[src/rtl/mlp_ram.sv]
// Generic single-port-write, single-port-read RAM with registered read data.
// No dependencies.
`timescale 1ns / 1ps
module mlp_ram #(
  parameter int WIDTH = 16,
  parameter int DEPTH = 16
) (
  input  logic                     clk,
  input  logic                     we,
  input  logic [$clog2(DEPTH)-1:0] waddr,
  input  logic [WIDTH-1:0]         wdata,
  input  logic [$clog2(DEPTH)-1:0] raddr,
  output logic [WIDTH-1:0]         rdata
);
  logic [WIDTH-1:0] mem [DEPTH];

  always_ff @(posedge clk) begin
    if (we) mem[waddr] <= wdata;
    rdata <= mem[raddr];
  end
endmodule

[config.mk]
export PLATFORM = sky130hd
export DESIGN_NAME = mlp_ram
export DESIGN_NICKNAME = d
export VERILOG_FILES = /design/src/rtl/mlp_ram.sv
export SDC_FILE = /design/constraint.sdc
export NUM_CORES = 1
export LEC_CHECK = 0
export BUFFER_PORTS_ARGS = -buffer_cell sky130_fd_sc_hd__buf_2
export CAP_MARGIN = 20
export CELL_PAD_IN_SITES_DETAIL_PLACEMENT = 0
export CELL_PAD_IN_SITES_GLOBAL_PLACEMENT = 1
export CORE_MARGIN = 2
export CORE_UTILIZATION = 40
export CTS_CLUSTER_DIAMETER = 60
export DETAILED_ROUTE_END_ITERATION = 16
export PLACE_DENSITY_LB_ADDON = 0.1
export SLEW_MARGIN = 20
export SYNTH_ARGS = -nofsm -noshare
export SYNTH_HDL_FRONTEND = slang
export SYNTH_SLANG_ARGS = --single-unit
export TNS_END_PERCENT = 1
[constraint.sdc]
create_clock -name clk -period 3.2 [get_ports clk]
set_clock_uncertainty 0.2 [all_clocks]
set_input_delay 0.32 -clock clk [delete_from_list [all_inputs] [get_ports clk]]
set_output_delay 0.32 -clock clk [all_outputs]
set_load 0.005 [all_outputs]
==> impl_metrics.py, run 1 <==
metrics = {
    "status": {
        "status": "completed",
    },
    "worst_setup_path": {
        "end_kind": "register",
        "crit_buf_inv": 2,
        "cp_top_family": "buffers and inverters",
        "crit_fanout": 23,
        "worst-endpoint-required_ns": 3.42,
        "r2r-end": "rdata[3]",
        "setup.worst_path.start_class": "input pin",
        "cp-startpoint": "raddr[0]",
        "timing.rr.start": "mem[1][3]",
        "critPathMaxStageDelay_ns": 0.60,
        "critPathSlowestCell": "mux4_1",
        "crit_type": "input pin to register",
        "ff2ff_setup_slack_ns": 1.67,
        "worstPathArrival_ns": 1.96,
        "crit_top_cell": "buf_4",
        "crit_chain": "buf_4 > buf_4 > mux4_1 > a22oi_1 > nand2_1",
        "reg2reg_depth": 3,
        "cp.depth": 5,
        "endpoint": "rdata[1]",
    },
    "global_route": {
        "grt_max_degree": 65,
        "grt_antenna_before_repair": 0,
        "grt_overflow": 0,
        "grt_pass1_vias": 5023,
        "track_usage": 0.1659,
        "grt_pass1_wl_microns": 32000,
    },
    "sta": {
        "fmax_mhz": 572.9,
        "tns_ns": 0,
        "setup_viol_count_final": 0,
        "finalMaxSlewViolations": 0,
        "rsz0062_at_grt": "false",
        "hold_viol": 0,
        "fin_crit_sh": 0.5454,
        "worst_pin_slew_ns": 0.7911,
        "slew_headroom": 0.4720,
        "min_period_ns": 1.745,
    },
    "final_layout": {
        "n_antenna_cell": 0,
        "nets": 552,
        "area_growth_pct": 18.19,
        "drive_above_1_share": 0.3388,
    },
    "clock_network": {
        "cts_sinks": 272,
        "h-tree-depth": 1,
        "cts_tree": "done",
        "cts_hold_buf": 16,
        "numCtsBuffers": 29,
        "root_buffer": "clkbuf_16",
        "cts_resized": 0,
        "cts_post_setup_buffers_inserted": 0,
        "clk_path_buf_depth": 3,
        "clk_latency_ns": 0.53,
        "clkTransAtPathRegs_ns": 0.06,
    },
    "drt": {
        "routed_via_density": 5.375,
        "final_antenna_net_count": 0,
        "firstDrtPassIters": 4,
        "drt_iter0_drc": 389,
        "wl_microns": 20960,
        "vias": 4692,
        "wl_per_cell_microns": 24.00,
        "drc": 0,
    },
    "pwr": {
        "leakagePower_nw": 3.897,
        "powerDensity_nw_per_um2": 627.2,
        "power.total_mw": 7.444,
        "vdd_drop_max_v": 0.0004124,
    },
    "synthesis": {
        "synth_enable_flop_cells": 256,
        "netlist.area_leader.share": 0.7654,
        "netlist_area_sq_um": 10040,
        "synth_top_area_cell": "edfxtp_1",
        "yosysSeqAreaShare": 0.7973,
        "synthFlopType": "edfxtp_1",
        "yosysWarnings": 0,
        "ys_types": 19,
        "synth_cells": 432,
        "yosys_register_bits": 272,
        "syn-mean-instance-area_sq_um": 23.25,
        "synthArstFlopShare": 0,
        "synth.net_count": 458,
        "synth.top_cells.by_area": "edfxtp_1 77%, mux4_2 12%, dfxtp_1 3.2%, mux4_1 2.6%, a22oi_1 2.4%",
    },
    "die": {
        "die_w_microns": 162.5,
        "ios": 42,
        "die_area_sq_um": 26390,
        "die_y_microns": 162.5,
        "core_sq_um": 24460,
        "placementRows": 57,
        "start_util": 0.4106,
    },
    "place": {
        "io_buffer_count": 41,
        "hpwl_microns": 11890,
        "place_congestion": 0.6844,
    },
    "min_path": {
        "hold_class": "input pin to register",
        "holdPathStages": 3,
    },
    "flow_run": {
        "maxCapViolCount": 0,
    },
}
## worst register-to-register path: stages, from the launching register on
cell,delay (ns)
edfxtp_1,0.35
mux4_1,0.56
a22oi_1,0.24
nand2_1,0.08
## how the worst min path moves through the flow
stage | to | slack, ns | from
4_1_cts | mem[8][10] | 0.19 | waddr[1]
3_3_place_gp | rdata[3] | 0.46 | mem[12][3]
6_report | mem[3][9] | 0.21 | waddr[3]
3_5_place_dp | rdata[3] | 0.46 | mem[14][3]
5_1_grt | mem[3][11] | 0.22 | waddr[3]
2_1_floorplan | mem[0][0] | 0.22 | wdata[0]
## cell usage in the layout (no fill, tap or decap), drive strengths merged, types with 2 or more instances in the layout
cell         count
nand2b           2
nand3b           2
edfxtp         256
nor2            13
clkbuf          41
buf             68
nand2           17
mux4            64
nor3             4
clkinv          11
nor2b            2
dlygate4sd3     16
dfxtp           16
a22oi           32
## cell usage after synthesis, types with 2 or more instances
cell	count
mux4_1	10
clkbuf_1	8
mux4_2	54
nand2_1	17
a22oi_1	32
nand3b_1	2
buf_1	3
buf_4	3
nor2b_1	2
nor3_1	4
edfxtp_1	256
nor2_1	13
nand2b_1	2
dfxtp_1	16
buf_6	4
buf_2	3
## metrics by stage
step	setup slack [ns]	std cells	instance area (sq um)	utilization	hold WS [ns]
2_1_floorplan	0.6249	432	10040	-	0.2189
3_3_place_gp	0.8603	803	10820	0.4422	0.4551
3_5_place_dp	0.8458	803	10820	0.4422	0.4553
4_1_cts	1.418	873	11870	0.4852	0.1880
5_1_grt	1.326	873	11870	0.4852	0.2165
6_report	1.455	873	11870	0.4852	0.2101
## per-layer routing
layer / global-route usage / up-vias / wire length [microns]
met5: 0 / - / 0
met4: 0.03540 / 0 / 283
met3: 0.02292 / 23 / 1251
met2: 0.2629 / 114 / 9865
met1: 0.2488 / 2524 / 9556
li1: - / 2031 / -
## state kept, by name, summed over array words and instances, names as in the netlist
name,cells
mem,256
rdata,16
## logic make-up after synthesis
kind of cell	after synthesis	synth area share
flops	272	0.7973
mux	64	0.1473
simple gates	43	0.01918
compound gates	32	0.02392
buf+inv	21	0.01233
## report_power, final
group / switching (mW) / internal [mW] / total, mW / leakage, nW
sequential: 0.0224 / 3.98 / 4.01 / 2.45
clock: 1.29 / 1.78 / 3.07 / 0.442
combinational: 0.201 / 0.164 / 0.365 / 1.01
## final cells by class
cell class / count / area, sq um
flip-flops and latches: 272 / 8008
well taps: 324 / 405.4
fillers: 1991 / 12590
clock inverters: 13 / 71.32
repair buffers: 84 / 595.6
multi-input cells: 139 / 1969
clock buffers: 41 / 820.8
Note: power is estimated with default switching activity, not from simulation.
==> run 2, diff against run 1 <==
--- a/config.mk
+++ b/config.mk
@@ -5,6 +5,7 @@
 export SDC_FILE = /design/constraint.sdc
 export NUM_CORES = 1
 export LEC_CHECK = 0
+export ABC_AREA = 1
 export BUFFER_PORTS_ARGS = -buffer_cell sky130_fd_sc_hd__buf_2
 export CAP_MARGIN = 20
 export CELL_PAD_IN_SITES_DETAIL_PLACEMENT = 0
==> constraint.sdc (replaced) <==
create_clock -name clk -period 1.5 [get_ports clk]
set_clock_uncertainty 0.2 [all_clocks]
set_input_delay 0.15 -clock clk [delete_from_list [all_inputs] [get_ports clk]]
set_output_delay 0.15 -clock clk [all_outputs]
set_load 0.005 [all_outputs]
==> impl_metrics.py, run 2 <==
metrics = {
    "drt": {
        "wl_microns": 29260,
        "drc": 0,
        "drt_iter0_drc": 497,
        "wl_per_cell_microns": 18.57,
        "routed_via_density": 4.678,
        "final_antenna_net_count": 0,
        "vias": 7372,
        "firstDrtPassIters": 7,
    },
    "final_layout": {
        "final-seq-area_sq_um": 8008,
        "mostFrequentLayoutCell": "nand2_1",
        "nets": 1199,
        "reg_top3": "mem: 256 flops, rdata: 16 flops",
        "n_antenna_cell": 0,
        "multi_input_area_sq_um": 2365,
        "final_area_sq_um": 13830,
        "drive_above_1_share": 0.1344,
        "final_cell_mix": "341 x nand2_1, 256 x edfxtp_1, 196 x inv_1",
        "fillers": 2580,
        "regMostFlops": "mem",
        "area_growth_pct": 21.54,
        "largest_reg_flops": 256,
    },
    "sta": {
        "worst_slack_ns": 0.07936,
        "fin_crit_sh": 0.9471,
        "setup_viol_count_final": 0,
        "worst_pin_slew_ns": 0.4635,
        "finalMaxSlewViolations": 0,
        "hold_viol": 0,
        "fmax_mhz": 703.9,
        "min_period_ns": 1.421,
        "rsz0062_at_grt": "false",
        "slew_headroom": 0.6910,
    },
    "place": {
        "place_congestion": 0.7748,
        "place_ws_ns": 0.002565,
        "io_buffer_count": 41,
        "hpwl_microns": 17220,
        "place_area_sq_um": 12560,
    },
    "min_path": {
        "hold_class": "input pin to register",
        "holdPathStages": 6,
    },
    "synthesis": {
        "synth.net_count": 1100,
        "synth_compound_area_frac": 0,
        "synth_common_cells": "341 x nand2_1, 256 x edfxtp_1, 196 x inv_1",
        "netlist_area_sq_um": 11380,
        "syn-mean-instance-area_sq_um": 10.60,
        "synthArstFlopShare": 0,
        "yosysWarnings": 0,
        "synth_top_family_by_area": "simple AND/OR/NAND/NOR gates",
        "synth_top_area_cell": "edfxtp_1",
        "synth.most_common_cell": "nand2_1",
        "ys_types": 13,
        "synth_cells": 1074,
        "synth.top_cells.by_area": "edfxtp_1 68%, nand2_1 11%, nand3_1 8.5%, inv_1 6.5%, dfxtp_1 2.8%",
        "synth-adder-area-share": 0,
        "synth_mux_area_frac": 0,
        "netlist.area_leader.share": 0.6755,
        "yosys_register_bits": 272,
        "synthFlopType": "edfxtp_1",
        "yosysSeqAreaShare": 0.7036,
        "yosys.area_share.simple": 0.2043,
        "synth_enable_flop_cells": 256,
        "synth_xor_area_frac": 0,
    },
    "worst_setup_path": {
        "crit_type": "register to output port",
        "cp-startpoint": "rdata[5]",
        "reg2reg_depth": 6,
        "critPathSlowestCell": "dfxtp_1",
        "crit_chain": "buf_2",
        "end_kind": "output port",
        "crit_fanout": 1,
        "r2r-end": "rdata[10]",
        "critPathMaxStageDelay_ns": 0.42,
        "worst-endpoint-required_ns": 1.15,
        "timing.rr.start": "mem[5][10]",
        "worstPathArrival_ns": 1.07,
        "setup.worst_path.start_class": "register",
        "ff2ff_setup_slack_ns": 0.30,
        "crit_buf_inv": 1,
        "cp.depth": 1,
        "cp_top_family": "flip-flops",
        "endpoint": "rdata[5]",
    },
    "status": {
        "status": "completed",
    },
    "clock_network": {
        "clkTransAtPathRegs_ns": 0.06,
        "cts_hold_buf": 17,
        "cts_tree": "done",
        "numCtsBuffers": 35,
        "h-tree-depth": 2,
        "cts_post_setup_buffers_inserted": 0,
        "clk_path_buf_depth": 3,
        "clk_latency_ns": 0.50,
        "root_buffer": "clkbuf_16",
        "cts_sinks": 272,
        "cts_resized": 0,
    },
    "global_route": {
        "grt_antenna_before_repair": 2,
        "grt_max_degree": 56,
        "grt_overflow": 0,
        "grt_pass1_vias": 7275,
        "grt_pass1_wl_microns": 44870,
        "track_usage": 0.1996,
    },
    "die": {
        "die_area_sq_um": 29820,
        "placementRows": 61,
        "die_y_microns": 172.7,
        "core_sq_um": 27930,
        "ios": 42,
        "start_util": 0.4074,
        "die_w_microns": 172.7,
    },
    "pwr": {
        "vdd_drop_max_v": 0.001112,
        "powerDensity_nw_per_um2": 1275,
        "leakagePower_nw": 5.914,
    },
    "flow_run": {
        "maxCapViolCount": 0,
    },
}
run 2: cell types whose count changed in the layout (fill, tap and decap cells not counted), moves of 3 or more:
cell,previous run,this run
mux4_2,54,0
buf_12,2,28
mux4_1,10,0
nor2_2,13,16
clkbuf_1,7,13
nand2_1,17,341
inv_1,0,196
a22oi_1,32,0
nor3_2,4,0
clkinv_2,7,2
clkbuf_16,29,35
nand3_1,1,193
run 2: power by group:
| group | leakage [nW] | total [mW] | switching, mW | internal (mW) |
|---|---|---|---|---|
| clock | 0.537 | 7.93 | 3.01 | 4.92 |
| combinational | 2.93 | 1.16 | 0.756 | 0.408 |
| sequential | 2.45 | 8.55 | 0.0505 | 8.50 |
| total | 5.91 | 17.6 | 3.81 | 13.8 |
run 2: final cells by class:
class / instances / area share
multi-input combinational: 553 / 0.1710
timing repair buffer: 113 / 0.08250
clock inverter: 9 / 0.007689
clock buffer: 53 / 0.07182
sequential: 272 / 0.5789
inverter: 198 / 0.05391
tap: 378 / 0.03419
run 2: metal layers:
metal	up-vias	part of all wire	GRT usage	routed length, microns
met5	-	0.00044	0	13
met4	2	0.023	0.05685	671
met3	52	0.031	0.02617	909
met2	124	0.47	0.3283	13710
met1	3526	0.48	0.2793	13960
li1	3668	-	-	-
run 2: worst min path at each step:
stage	to	from
floorplan	mem[0][0]	wdata[0]
global placement	rdata[4]	rdata[4]
detailed placement	rdata[9]	rdata[9]
CTS	rdata[6]	raddr[2]
global route	rdata[6]	raddr[2]
finish	rdata[3]	raddr[2]
run 2: cells by family (layout without fill, tap and decap cells):
group,after synthesis,in the layout
DFF,272,272
buffers and inverters,249,373
and+or+nand+nor,553,553
run 2: per-stage QoR:
step / TNS, ns / instances / hold slack [ns] / total power [mW] / util
floorplan: -32.52 / 1074 / 0.04887 / 9.275 / -
CTS: 0 / 1576 / 0.02916 / 17.84 / 0.4952
global route: 0 / 1576 / 0.05566 / 18.28 / 0.4952
global placement: 0 / 1497 / 0.3265 / 9.859 / 0.4497
detailed placement: 0 / 1497 / 0.3295 / 9.857 / 0.4497
finish: 0 / 1576 / 0.04274 / 17.64 / 0.4952
