**src/rtl/mlp_pkg.sv**
```systemverilog
// Package for the MLP forward pass: constants, payload structs and the sigmoid table.
// Used by mlp_cfg, the top level and the testbench; depends on nothing.
`timescale 1ns / 1ps
package mlp_pkg;
  localparam int MAX_NODES       = 16;
  localparam int MAX_HIDDEN      = 4;
  localparam int SIGMOID_ENTRIES = 256;
  localparam int NODE_W          = $clog2(MAX_NODES);
  localparam int LAYER_SLOTS     = MAX_HIDDEN + 1;
  localparam int WADDR_W         = $clog2(LAYER_SLOTS * MAX_NODES * MAX_NODES);
  localparam int BADDR_W         = $clog2(LAYER_SLOTS * MAX_NODES);
  localparam int CFG_IDX_W       = 3;
  localparam int CFG_DATA_W      = 5;

  typedef enum logic [1:0] {
    CMD_WEIGHT = 2'd0,
    CMD_BIAS   = 2'd1,
    CMD_INPUT  = 2'd2,
    CMD_RUN    = 2'd3
  } cmd_t;

  localparam logic [CFG_IDX_W-1:0] REG_INPUT_COUNT  = 3'd0;
  localparam logic [CFG_IDX_W-1:0] REG_HIDDEN_COUNT = 3'd1;
  localparam logic [CFG_IDX_W-1:0] REG_HSIZE_1      = 3'd2;
  localparam logic [CFG_IDX_W-1:0] REG_HSIZE_2      = 3'd3;
  localparam logic [CFG_IDX_W-1:0] REG_HSIZE_3      = 3'd4;
  localparam logic [CFG_IDX_W-1:0] REG_HSIZE_4      = 3'd5;
  localparam logic [CFG_IDX_W-1:0] REG_OUTPUT_COUNT = 3'd6;

  typedef struct packed {
    logic [1:0]         command;
    logic [2:0]         layer;
    logic [3:0]         neuron_index;
    logic [3:0]         source_index;
    logic signed [15:0] value;
  } in_item_t;

  typedef struct packed {
    logic [3:0]  output_index;
    logic [12:0] output_value;
    logic        last;
  } out_item_t;

  // Layer sizes already clamped to their legal ranges.
  typedef struct packed {
    logic [4:0] input_count;
    logic [2:0] hidden_count;
    logic [4:0] hsize1;
    logic [4:0] hsize2;
    logic [4:0] hsize3;
    logic [4:0] hsize4;
    logic [4:0] output_count;
  } cfg_t;

  // Unsigned quotient by shift and subtract; used only while the table is built.
  function automatic longint unsigned udiv(input longint unsigned n,
                                           input longint unsigned d);
    longint unsigned q, r;
    q = 0;
    r = 0;
    for (int b = 63; b >= 0; b--) begin
      r = {r[62:0], n[b]};
      if (r >= d) begin
        r    = r - d;
        q[b] = 1'b1;
      end
    end
    return q;
  endfunction

  // Sigmoid table built at elaboration the same way as the fixed-point derivation.
  function automatic logic [12:0] sig_entry(input int i);
    longint unsigned off, a, u, term, e, den, num;
    longint          sum, x;
    off  = ((2 * i + 1) * 32768) >> $clog2(SIGMOID_ENTRIES);
    x    = longint'(off) - 32768;
    a    = (x < 0) ? longint'(-x) : longint'(x);
    u    = a << 14;
    term = 64'd1 << 30;
    sum  = longint'(term);
    for (int k = 1; k <= 10; k++) begin
      term = udiv((term * u) >> 30, k);
      if ((k & 1) != 0) sum = sum - longint'(term);
      else sum = sum + longint'(term);
    end
    e = (sum < 0) ? 64'd0 : longint'(sum);
    for (int r = 0; r < 4; r++) e = (e * e + (64'd1 << 29)) >> 30;
    den = (64'd1 << 30) + e;
    num = (x >= 0) ? (64'd4096 << 30) : 64'd4096 * e;
    return 13'(udiv(num + (den >> 1), den));
  endfunction

  typedef logic [12:0] sig_tab_t [SIGMOID_ENTRIES];

  function automatic sig_tab_t build_sig();
    sig_tab_t t;
    for (int i = 0; i < SIGMOID_ENTRIES; i++) t[i] = sig_entry(i);
    return t;
  endfunction

  localparam sig_tab_t SIG_TAB = build_sig();
endpackage

```
**src/rtl/mlp_cfg.sv**
```systemverilog
// Configuration register file for the MLP; clamps the counts on write.
// Depends on mlp_pkg.
`timescale 1ns / 1ps
module mlp_cfg (
  input  logic                            clk,
  input  logic                            rst_n,
  input  logic                            cfg_valid,
  input  logic [mlp_pkg::CFG_IDX_W-1:0]   cfg_index,
  input  logic [mlp_pkg::CFG_DATA_W-1:0]  cfg_data,
  output mlp_pkg::cfg_t                   cfg
);
  import mlp_pkg::*;

  cfg_t cfg_r, cfg_nxt;
  logic [4:0] cnt5;
  logic [2:0] cnt3;

  always_comb begin
    cnt5 = (cfg_data == 5'd0) ? 5'd1 : (cfg_data > 5'(MAX_NODES)) ? 5'(MAX_NODES) : cfg_data;
    cnt3 = (cfg_data[2:0] == 3'd0) ? 3'd1 : (cfg_data[2:0] > 3'd4) ? 3'd4 : cfg_data[2:0];
    cfg_nxt = cfg_r;
    if (cfg_valid) begin
      unique case (cfg_index)
        REG_INPUT_COUNT:  cfg_nxt.input_count  = cnt5;
        REG_HIDDEN_COUNT: cfg_nxt.hidden_count = cnt3;
        REG_HSIZE_1:      cfg_nxt.hsize1       = cnt5;
        REG_HSIZE_2:      cfg_nxt.hsize2       = cnt5;
        REG_HSIZE_3:      cfg_nxt.hsize3       = cnt5;
        REG_HSIZE_4:      cfg_nxt.hsize4       = cnt5;
        REG_OUTPUT_COUNT: cfg_nxt.output_count = cnt5;
        default: ;
      endcase
    end
  end

  always_ff @(posedge clk) begin
    if (!rst_n) begin
      cfg_r <= '{input_count: 5'd16, hidden_count: 3'd1, hsize1: 5'd16, hsize2: 5'd16,
                 hsize3: 5'd16, hsize4: 5'd16, output_count: 5'd16};
    end else begin
      cfg_r <= cfg_nxt;
    end
  end

  assign cfg = cfg_r;
endmodule

```
**config.mk**
```make
export PLATFORM = sky130hd
export DESIGN_NAME = mlp_cfg
export DESIGN_NICKNAME = d
export VERILOG_FILES = /design/src/rtl/mlp_pkg.sv /design/src/rtl/mlp_cfg.sv
export SDC_FILE = /design/constraint.sdc
export NUM_CORES = 1
export LEC_CHECK = 0
export BUFFER_PORTS_ARGS = -buffer_cell sky130_fd_sc_hd__clkbuf_2
export CAP_MARGIN = 20
export CORE_UTILIZATION = 49
export DETAILED_ROUTE_END_ITERATION = 10
export PLACE_DENSITY = 0.78
export SLEW_MARGIN = 20
export SYNTH_ARGS = -nofsm -noshare
export SYNTH_HDL_FRONTEND = slang
export SYNTH_SLANG_ARGS = --single-unit
```
**constraint.sdc**
```tcl
create_clock -name clk -period 1.35 [get_ports clk]
set_input_delay 0.0675 -clock clk [delete_from_list [all_inputs] [get_ports clk]]
set_output_delay 0.0675 -clock clk [all_outputs]
set_load 0.02 [all_outputs]
```
==> results of run 1 <==
cells in the mapped netlist, drive strengths merged:
cell / number / area (µm²)
nand2b: 1 / 6.26
buf: 6 / 36.3
clkbuf: 4 / 15.0
nor2: 1 / 3.75
o21ai: 5 / 25.0
nand2: 9 / 33.8
o21a: 1 / 7.51
nor3: 1 / 5.00
nand3b: 1 / 7.51
nor4bb: 1 / 10.0
mux2i: 28 / 280
nor4b: 1 / 23.8
a21boi: 1 / 7.51
nor2b: 24 / 150
and4bb: 2 / 25.0
nand4b: 3 / 26.3
nand3: 3 / 15.0
dfxtp: 33 / 661
layout make-up:
class / count / share of cell area
clock buffer: 7 / 0.0395
clock inverter: 1 / 0.00304
multi-input combinational: 82 / 0.380
sequential: 33 / 0.401
tap: 30 / 0.0228
timing repair buffer: 48 / 0.153
placed cells by master (no fill, tap or decap):
master,Yosys,layout
sky130_fd_sc_hd__clkbuf_2,0,43
sky130_fd_sc_hd__dfxtp_1,33,33
sky130_fd_sc_hd__mux2i_1,28,28
sky130_fd_sc_hd__nor2b_1,24,24
sky130_fd_sc_hd__nand2_1,9,9
sky130_fd_sc_hd__o21ai_0,5,5
sky130_fd_sc_hd__clkbuf_4,0,5
sky130_fd_sc_hd__buf_4,0,5
sky130_fd_sc_hd__nand4b_1,3,3
sky130_fd_sc_hd__nand3_1,3,3
sky130_fd_sc_hd__and4bb_2,2,2
sky130_fd_sc_hd__clkbuf_8,0,2
sky130_fd_sc_hd__nor3_1,1,1
sky130_fd_sc_hd__nor4b_4,1,1
sky130_fd_sc_hd__nand2b_1,1,1
sky130_fd_sc_hd__nand3b_1,1,1
sky130_fd_sc_hd__a21boi_0,1,1
sky130_fd_sc_hd__nor2_1,1,1
sky130_fd_sc_hd__o21a_1,1,1
sky130_fd_sc_hd__nor4bb_1,1,1
sky130_fd_sc_hd__clkinv_2,0,1
kinds of logic after synthesis:
| family | count (synthesis) | synth area share |
|---|---|---|
| flip-flops | 33 | 0.493 |
| multiplexers | 28 | 0.209 |
| AO/OA/AOI/OAI | 7 | 0.0299 |
| buffers and inverters | 10 | 0.0383 |
| AND/OR/NAND/NOR | 47 | 0.229 |
worst max path at each step:
stage,end,slack [ns],cells past startpoint
global placement,cfg[32],0.24,4
global route,cfg[30],0.37,1
CTS,cfg[30],0.40,1
detailed placement,cfg[32],0.18,4
finish,cfg[30],0.41,1
floorplan,cfg[32],0.31,4
routing by layer:
metal | GRT usage | share of wire
met1 | 0.249 | 0.46
met4 | 0.0897 | 0.0043
met3 | 0.0722 | 0.047
met5 | 0 | 0
met2 | 0.368 | 0.49
where the power goes:
| group | leakage (nW) | switching, mW | internal [mW] |
|---|---|---|---|
| Clock | 0.0413 | 0.320 | 0.302 |
| Sequential | 0.267 | 0.00774 | 0.988 |
| Combinational | 0.436 | 0.0926 | 0.0692 |
| Total | 0.745 | 0.420 | 1.36 |
worst reg2reg max path, delay by kind of cell (launching register included):
family / cells / cell delay [ns]
AOI/OAI and AO/OA: 1 / 0.19
DFF: 1 / 0.34
and+or+nand+nor: 1 / 0.06
through the flow:
stage / area, µm² / std cells / hold WS (ns)
finish: 1650 / 201 / 0.0727
global route: 1650 / 201 / 0.0782
CTS: 1650 / 201 / 0.0655
detailed placement: 1580 / 193 / 0.396
global placement: 1580 / 193 / 0.370
floorplan: 1340 / 125 / 0.215
==> results.md, run 1 <==
Outcome:
- The run finished with clean final reports.

Placement:
- The final weighted congestion in routability-driven placement is 0.764.
- Buffers placed on the I/O ports in this run total 43.
- The worst setup timing slack at the placement stage is roughly 0.18 ns.
- The detailed placement HPWL is 2020 µm.

Timing:
- The maximum clock frequency is 1060 MHz.
- In the final timing run, aggregate negative setup slack is 0 ns.
- Setup violations remaining at the end of the flow were counted as 0.
- The setup clock skew after layout is 0 ns.
- The minimum clock period is 0.945 ns.
- The final-report max-slew violation count is 0.
- In the finished design, the share of the clock period the worst path needs comes to 0.700.
- For the pin with the worst max-slew slack, the measured transition is 0.471 ns.
- Setup repair after global routing left no endpoint under its margin.
- The count of endpoints failing hold in the final timing report is 0.
- The worst pin sits at a relative slew slack of 0.685.
- The worst setup slack after layout is around 0.41 ns.

Hold path:
- The launch instance of the worst min-delay path is cfg_data[2].
- The end point of the worst hold path is cfg[27].
- The worst hold path stage count is 3.
- The tightest min-delay check is of the primary input to flop type.

Synthesis:
- The post-synthesis register bit count is 33.
- The sequential-to-total area share from yosys stat is 0.493.
- Synthesis produced a netlist with a net count of 136.
- The mean instance size in the synthesized netlist is 10.7 µm².
- The mapped netlist covers 1340 µm².
- The number of standard cells after synthesis is 125.
- The number of warnings printed during yosys synthesis is 0.
- The number of distinct library cells after synthesis is 19.

Clocking:
- Buffers inserted to repair hold after CTS numbered 0.
- TritonCTS built the clock tree.
- Counting along the longest clock path gives a buffer depth of 2.
- Gates resized during post-CTS repair numbered 0.
- The clock net sink count is 33.
- Clock tree synthesis inserted a total of 5 buffers.
- Buffers added to address setup during post-CTS repair amount to 0.
- The root buffer selected by CTS is sky130_fd_sc_hd__clkbuf_4.
- The clock-pin slew on the worst setup and hold paths is 0.11 ns.
- The H-tree level count is 2.
- The insertion delay to the later sink of the worst-skew pair is 0.31 ns.

Setup path:
- In this run the worst path has a maximum fanout of 2.
- The largest single stage delay on the critical path is around 0.37 ns.
- Grouping stages by cell kind, the critical path spends the most delay in flip-flops.
- The reg-to-reg endpoint is cfg[26].
- The depth of the most critical reg-to-reg path is 2.
- The worst endpoint data arrival time is 0.88 ns.
- The minimum setup slack among reg-to-reg paths is 0.68 ns.
- The type of destination of the critical path is an output pin.
- The type of the worst setup path is flop to output pin.
- The worst setup path is launched from a flop.
- The sum of buffers and inverters on the critical path is 1.
- STA puts the critical path data required time at 1.28 ns.
- The signal on the critical path passes through clkbuf_2.
- The origin of the critical flop-to-flop path is cfg[26].
- The timing startpoint of the critical path is cfg[30].
- For this design, the slowest cell found on the critical path is sky130_fd_sc_hd__dfxtp_1.

Route:
- After detailed routing, the number of vias per cell comes to just over 5.
- The initial detailed-routing violation count is 11.
- The number of routed nets with antenna violations is 0.
- The number of design rule violations left after detail routing is 0.
- The number of iterations in the first detailed-routing pass is 4.
- The count of vias placed by the detailed router is around 1.0k.
- The final layout contains routed wiring with a total length of 2780 µm.
- After detailed routing, the average wire length per cell comes to 13.8 µm.

Cells and area:
- Relative to the synthesized area, the layout overhead comes to 23.1%.
- The register with the most flip-flops in the layout has 33 of them.
- The fraction of layout instances using a drive strength above 1 is 0.345.
- The layout has around 230 filler cells.
- The multi-input combinational cells in the finished layout cover a total of 627 µm².
- The footprint of the flip-flops and latches is 661 µm².
- The number of antenna diodes in the final layout is 0.
- The number of nets in the finished design is 181.
- Measured on the finished design, the core utilization comes to 0.653.

GRT:
- Entering global routing, the biggest net connects 34 pins.
- The overflow left after global routing is 0.
- The global routing usage summed across all routing layers is 0.217.
- The first global-routing pass estimated 4400 µm of wire.
- The via count of the first global-routing pass is 996.
- The number of antenna violations at the first check in global routing is 0.

Pwr:
- Across the VDD grid, the largest voltage drop is 0.759 mV.
- In this run the power density over the cells is around 1100 nW/µm².
- The leakage power of the design is roughly 0.74 nW.
- The total power of the final layout is 1.78 mW.

Die:
- The die is 54.3 µm tall.
- The area of the core is 2520 µm².
- In this run the core area contains 18 standard-cell rows.
- The initial utilization of the core area, before any placement, comes to 0.531.
- The floorplan die area is 2950 µm².
- In this run the count of I/O pins placed on the die edge is 44.
- Measured along the x axis, the die boundary spans 54.3 µm.

Flow run:
- Max-cap violations in this run came to 0.
Note: power is estimated with default switching activity, not from simulation.
==> inputs of run 2 (changes only) <==
--- a/config.mk
+++ b/config.mk
@@ -5,11 +5,12 @@
 export SDC_FILE = /design/constraint.sdc
 export NUM_CORES = 1
 export LEC_CHECK = 0
+export ABC_AREA = 1
 export BUFFER_PORTS_ARGS = -buffer_cell sky130_fd_sc_hd__clkbuf_2
 export CAP_MARGIN = 20
-export CORE_UTILIZATION = 49
+export CORE_UTILIZATION = 48
 export DETAILED_ROUTE_END_ITERATION = 10
-export PLACE_DENSITY = 0.78
+export PLACE_DENSITY = 0.77
 export SLEW_MARGIN = 20
 export SYNTH_ARGS = -nofsm -noshare
 export SYNTH_HDL_FRONTEND = slang
==> constraint.sdc (replaced) <==
create_clock -name clk -period 1 [get_ports clk]
set_input_delay 0.05 -clock clk [delete_from_list [all_inputs] [get_ports clk]]
set_output_delay 0.05 -clock clk [all_outputs]
set_load 0.02 [all_outputs]
==> results.md, run 2 <==
Die:
- The area of the core is 2540 µm².
- The floorplan die width is 54.4 µm.
- The number of I/O pins is 44.
- The die covers slightly below 3000 µm².
- The vertical extent of the die is 54.4 µm.
- The row count is 18.
- The initial core utilization is 0.517.

Setup path:
- Together, buffers and inverters on the worst path number 1.
- Grouping stages by cell kind, the critical path spends the most delay in flip-flops.
- In this design, the stage delay of the slowest critical-path cell is 0.35 ns.
- The worst setup path is launched from a flop.
- For the worst setup path, the data arrival time is ~0.87 ns.
- The worst setup path is of the flop to output pin kind.
- At the worst endpoint, the required time is 0.95 ns.
- The type of destination of the critical path is an output pin.
- The signal on the critical path passes through clkbuf_2.
- The slowest cell on the critical path is sky130_fd_sc_hd__dfxtp_1.
- The peak fanout along the critical path is 2.

Timing:
- For the pin with the worst max-slew slack, the measured transition is 0.425 ns.
- The setup total negative slack is 0 ns.
- Setup repair after global routing left no endpoint under its margin.
- Dividing the final minimum period by the clock period gives 0.915.
- The worst setup slack after layout is 0.0847 ns.
- The setup clock skew after layout is 0 ns.
- For the finished layout, the period the worst path requires is 0.915 ns.
- The count of endpoints failing hold in the final timing report is 0.
- The setup-violating endpoint count in the final report is 0.
- For this run, the top clock speed supported by timing is about 1100 MHz.
- The final-report max-slew violation count is 0.
- The relative max-transition margin is 0.717.

Synthesis:
- The post-synthesis register bit count is 33.
- For this run, the leading register cell type out of synthesis is sky130_fd_sc_hd__dfxtp_1.
- The most frequently used cell type in the post-synthesis netlist is sky130_fd_sc_hd__nand2_1.
- The mean instance size in the synthesized netlist is 6.93 µm².
- The mapped netlist covers 1320 µm².
- Synthesis produced 190 cells.
- The number of warnings printed during yosys synthesis is 0.
- The async set-reset flop share out of synthesis is 0.
- The net count after synthesis is 201.
- The netlist uses 13 different library cells.
- The number of flops mapped to enable cells by yosys is 0.
- The top-area cell type share of the netlist area is 0.502.
- By count the netlist is led by 59 x sky130_fd_sc_hd__nand2_1, 33 x sky130_fd_sc_hd__dfxtp_1, 32 x sky130_fd_sc_hd__nor2_1.
- The share of the Yosys chip area taken by registers is 0.502.
- In the post-synthesis netlist, the biggest area contributors are sky130_fd_sc_hd__dfxtp_1 50%, sky130_fd_sc_hd__nand2_1 17%, sky130_fd_sc_hd__nor2_1 9.1%, sky130_fd_sc_hd__inv_1 7.1%, sky130_fd_sc_hd__a21oi_1 6.8%.
- The largest total area in the synthesized netlist belongs to sky130_fd_sc_hd__dfxtp_1.

Clocking:
- TritonCTS built the clock tree.
- In this run the clock root is driven by a sky130_fd_sc_hd__clkbuf_4.
- In this run the number of H-tree levels came out at 2.
- After clock tree synthesis, the clock-pin slew on the worst setup and hold paths is around 0.10 ns.
- After clock tree synthesis, the setup repair step added 0 buffers.
- The clock reaches the later pin of the worst-skew pair after 0.34 ns.
- The buffer levels on the longest clock path is 2.
- The number of hold buffers added after CTS is 0.
- The quantity of gates resized following cts is 0.
- Counting every sink on the clock net gives 33.
- The number of CTS-inserted buffers is 5.

Route:
- After detailed routing, the met3 layer carries 224 µm of wire.
- The per-cell via count in the routed design is ~4.8.
- The number of iterations in the first detailed-routing pass is 4.
- Wires add up to 2990 µm.
- After detailed routing, no signal wire sits above met4.
- Detailed routing placed a total of 1380 µm of wire on met2.
- In the routed design, unresolved DRC markers number 0.
- The initial detailed-routing violation count is 26.
- Dividing the detail-routed wire length by the instance count gives 10.9 µm.
- The count of vias placed by the detailed router is 1,302.
- For this block, wires on met1 add up to 1360 µm.
- The number of routed nets with antenna violations is 0.

Cells and area:
- In the layout the commonest cells are 59 x sky130_fd_sc_hd__nand2_1, 43 x sky130_fd_sc_hd__clkbuf_2, 33 x sky130_fd_sc_hd__dfxtp_1, 32 x sky130_fd_sc_hd__nor2_1, 25 x sky130_fd_sc_hd__inv_1.
- In the final layout, flip-flops and latches occupy 661 µm².
- Leaving out fill and tap cells, the most frequent cell in the layout is sky130_fd_sc_hd__nand2_1.
- The fraction of layout instances using a drive strength above 1 is 0.234.
- The register with the most flip-flops in the layout has 33 of them.
- The filler cells instantiated in the layout total 258.
- The area added between synthesis and finish is 25.5%.
- The number of nets in the finished design is 254.
- The post-layout instance count excluding filler cells is between 200 and 300.
- The multi-input combinational cells in the finished layout cover a total of around 540 µm².
- With fillers left out, the area of the finished cells amounts to 1650 µm².
- The repair_antennas step left the layout with diodes totalling 0.

GRT:
- The overflow left after global routing is 0.
- The via count of the first global-routing pass was 1,075.
- The first global-routing pass estimated 4660 µm of wire.
- The global routing usage summed across all routing layers is 0.233.
- Entering global routing, the biggest net connects 20 pins.
- The number of antenna violations at the first check in global routing is 0.

Placement:
- The worst setup timing slack at the placement stage is approximately 0.030 ns.
- The detailed placement HPWL is 2270 µm.
- The placed instances occupy a cell area of about 1600 µm².
- The quantity of I/O buffers inserted on ports is 43.
- The placed instance count is ~270.
- The final weighted congestion in routability-driven placement is slightly above 0.9.

Pwr:
- The worst IR drop on VDD is 1.29 mV.
- Summed over all cells, the static leakage comes to around 0.89 nW.
- The power per cell area is 1430 nW/µm².

Hold path:
- The type of the worst min-delay path is primary input to flop.

Flow run:
- The tool flagged a number of max-cap violations equal to 0.

Outcome:
- The run finished with clean final reports.
run 2: cell families (layout without fill, tap and decap cells):
kind of cell	Yosys count	in the layout	share of synthesized area
AND/OR/NAND/NOR	98	98	0.288
AO/OA/AOI/OAI	30	30	0.125
buffers and inverters	29	83	0.0846
flip-flops	33	33	0.502
run 2: final cells by class:
class	instances	share of cell area
Timing Repair Buffer	49	0.158
Multi-Input combinational cell	128	0.330
Tap cell	30	0.0227
Clock buffer	6	0.0250
Inverter	26	0.0591
Sequential cell	33	0.400
Clock inverter	2	0.00606
run 2: through the flow:
step / util / hold slack [ns] / total power, mW
after global placement: 0.629 / 0.357 / 1.69
after floorplan: - / 0.214 / 1.58
after detailed placement: 0.629 / 0.364 / 1.69
after global routing: 0.649 / 0.0395 / 2.49
after CTS: 0.649 / 0.0122 / 2.38
final: 0.649 / 0.0173 / 2.37
run 2: path summary, 6_finish.rpt:
check / from / to / slack, ns / depth (start not counted)
worst max-delay path: cfg[14] / cfg[14] / 0.08 / 1
worst max register to register: cfg[10] / cfg[10] / 0.30 / 4
worst min-delay path: cfg_data[0] / cfg[25] / 0.02 / 3
worst min register to register: cfg[21] / cfg[21] / 0.47 / 2
run 2: where the power goes:
part / internal [mW] / switching [mW] / leakage, nW / total, mW
Clock: 0.267 / 0.440 / 0.0320 / 0.708
Sequential: 1.35 / 0.0185 / 0.268 / 1.37
Combinational: 0.0945 / 0.196 / 0.591 / 0.290
run 2: layer usage:
| layer | vias to the layer above | GRT usage |
|---|---|---|
| li1 | 696 | - |
| met1 | 556 | 0.281 |
| met2 | 46 | 0.362 |
| met3 | 4 | 0.100 |
| met4 | 0 | 0.0940 |
| met5 | - | 0 |
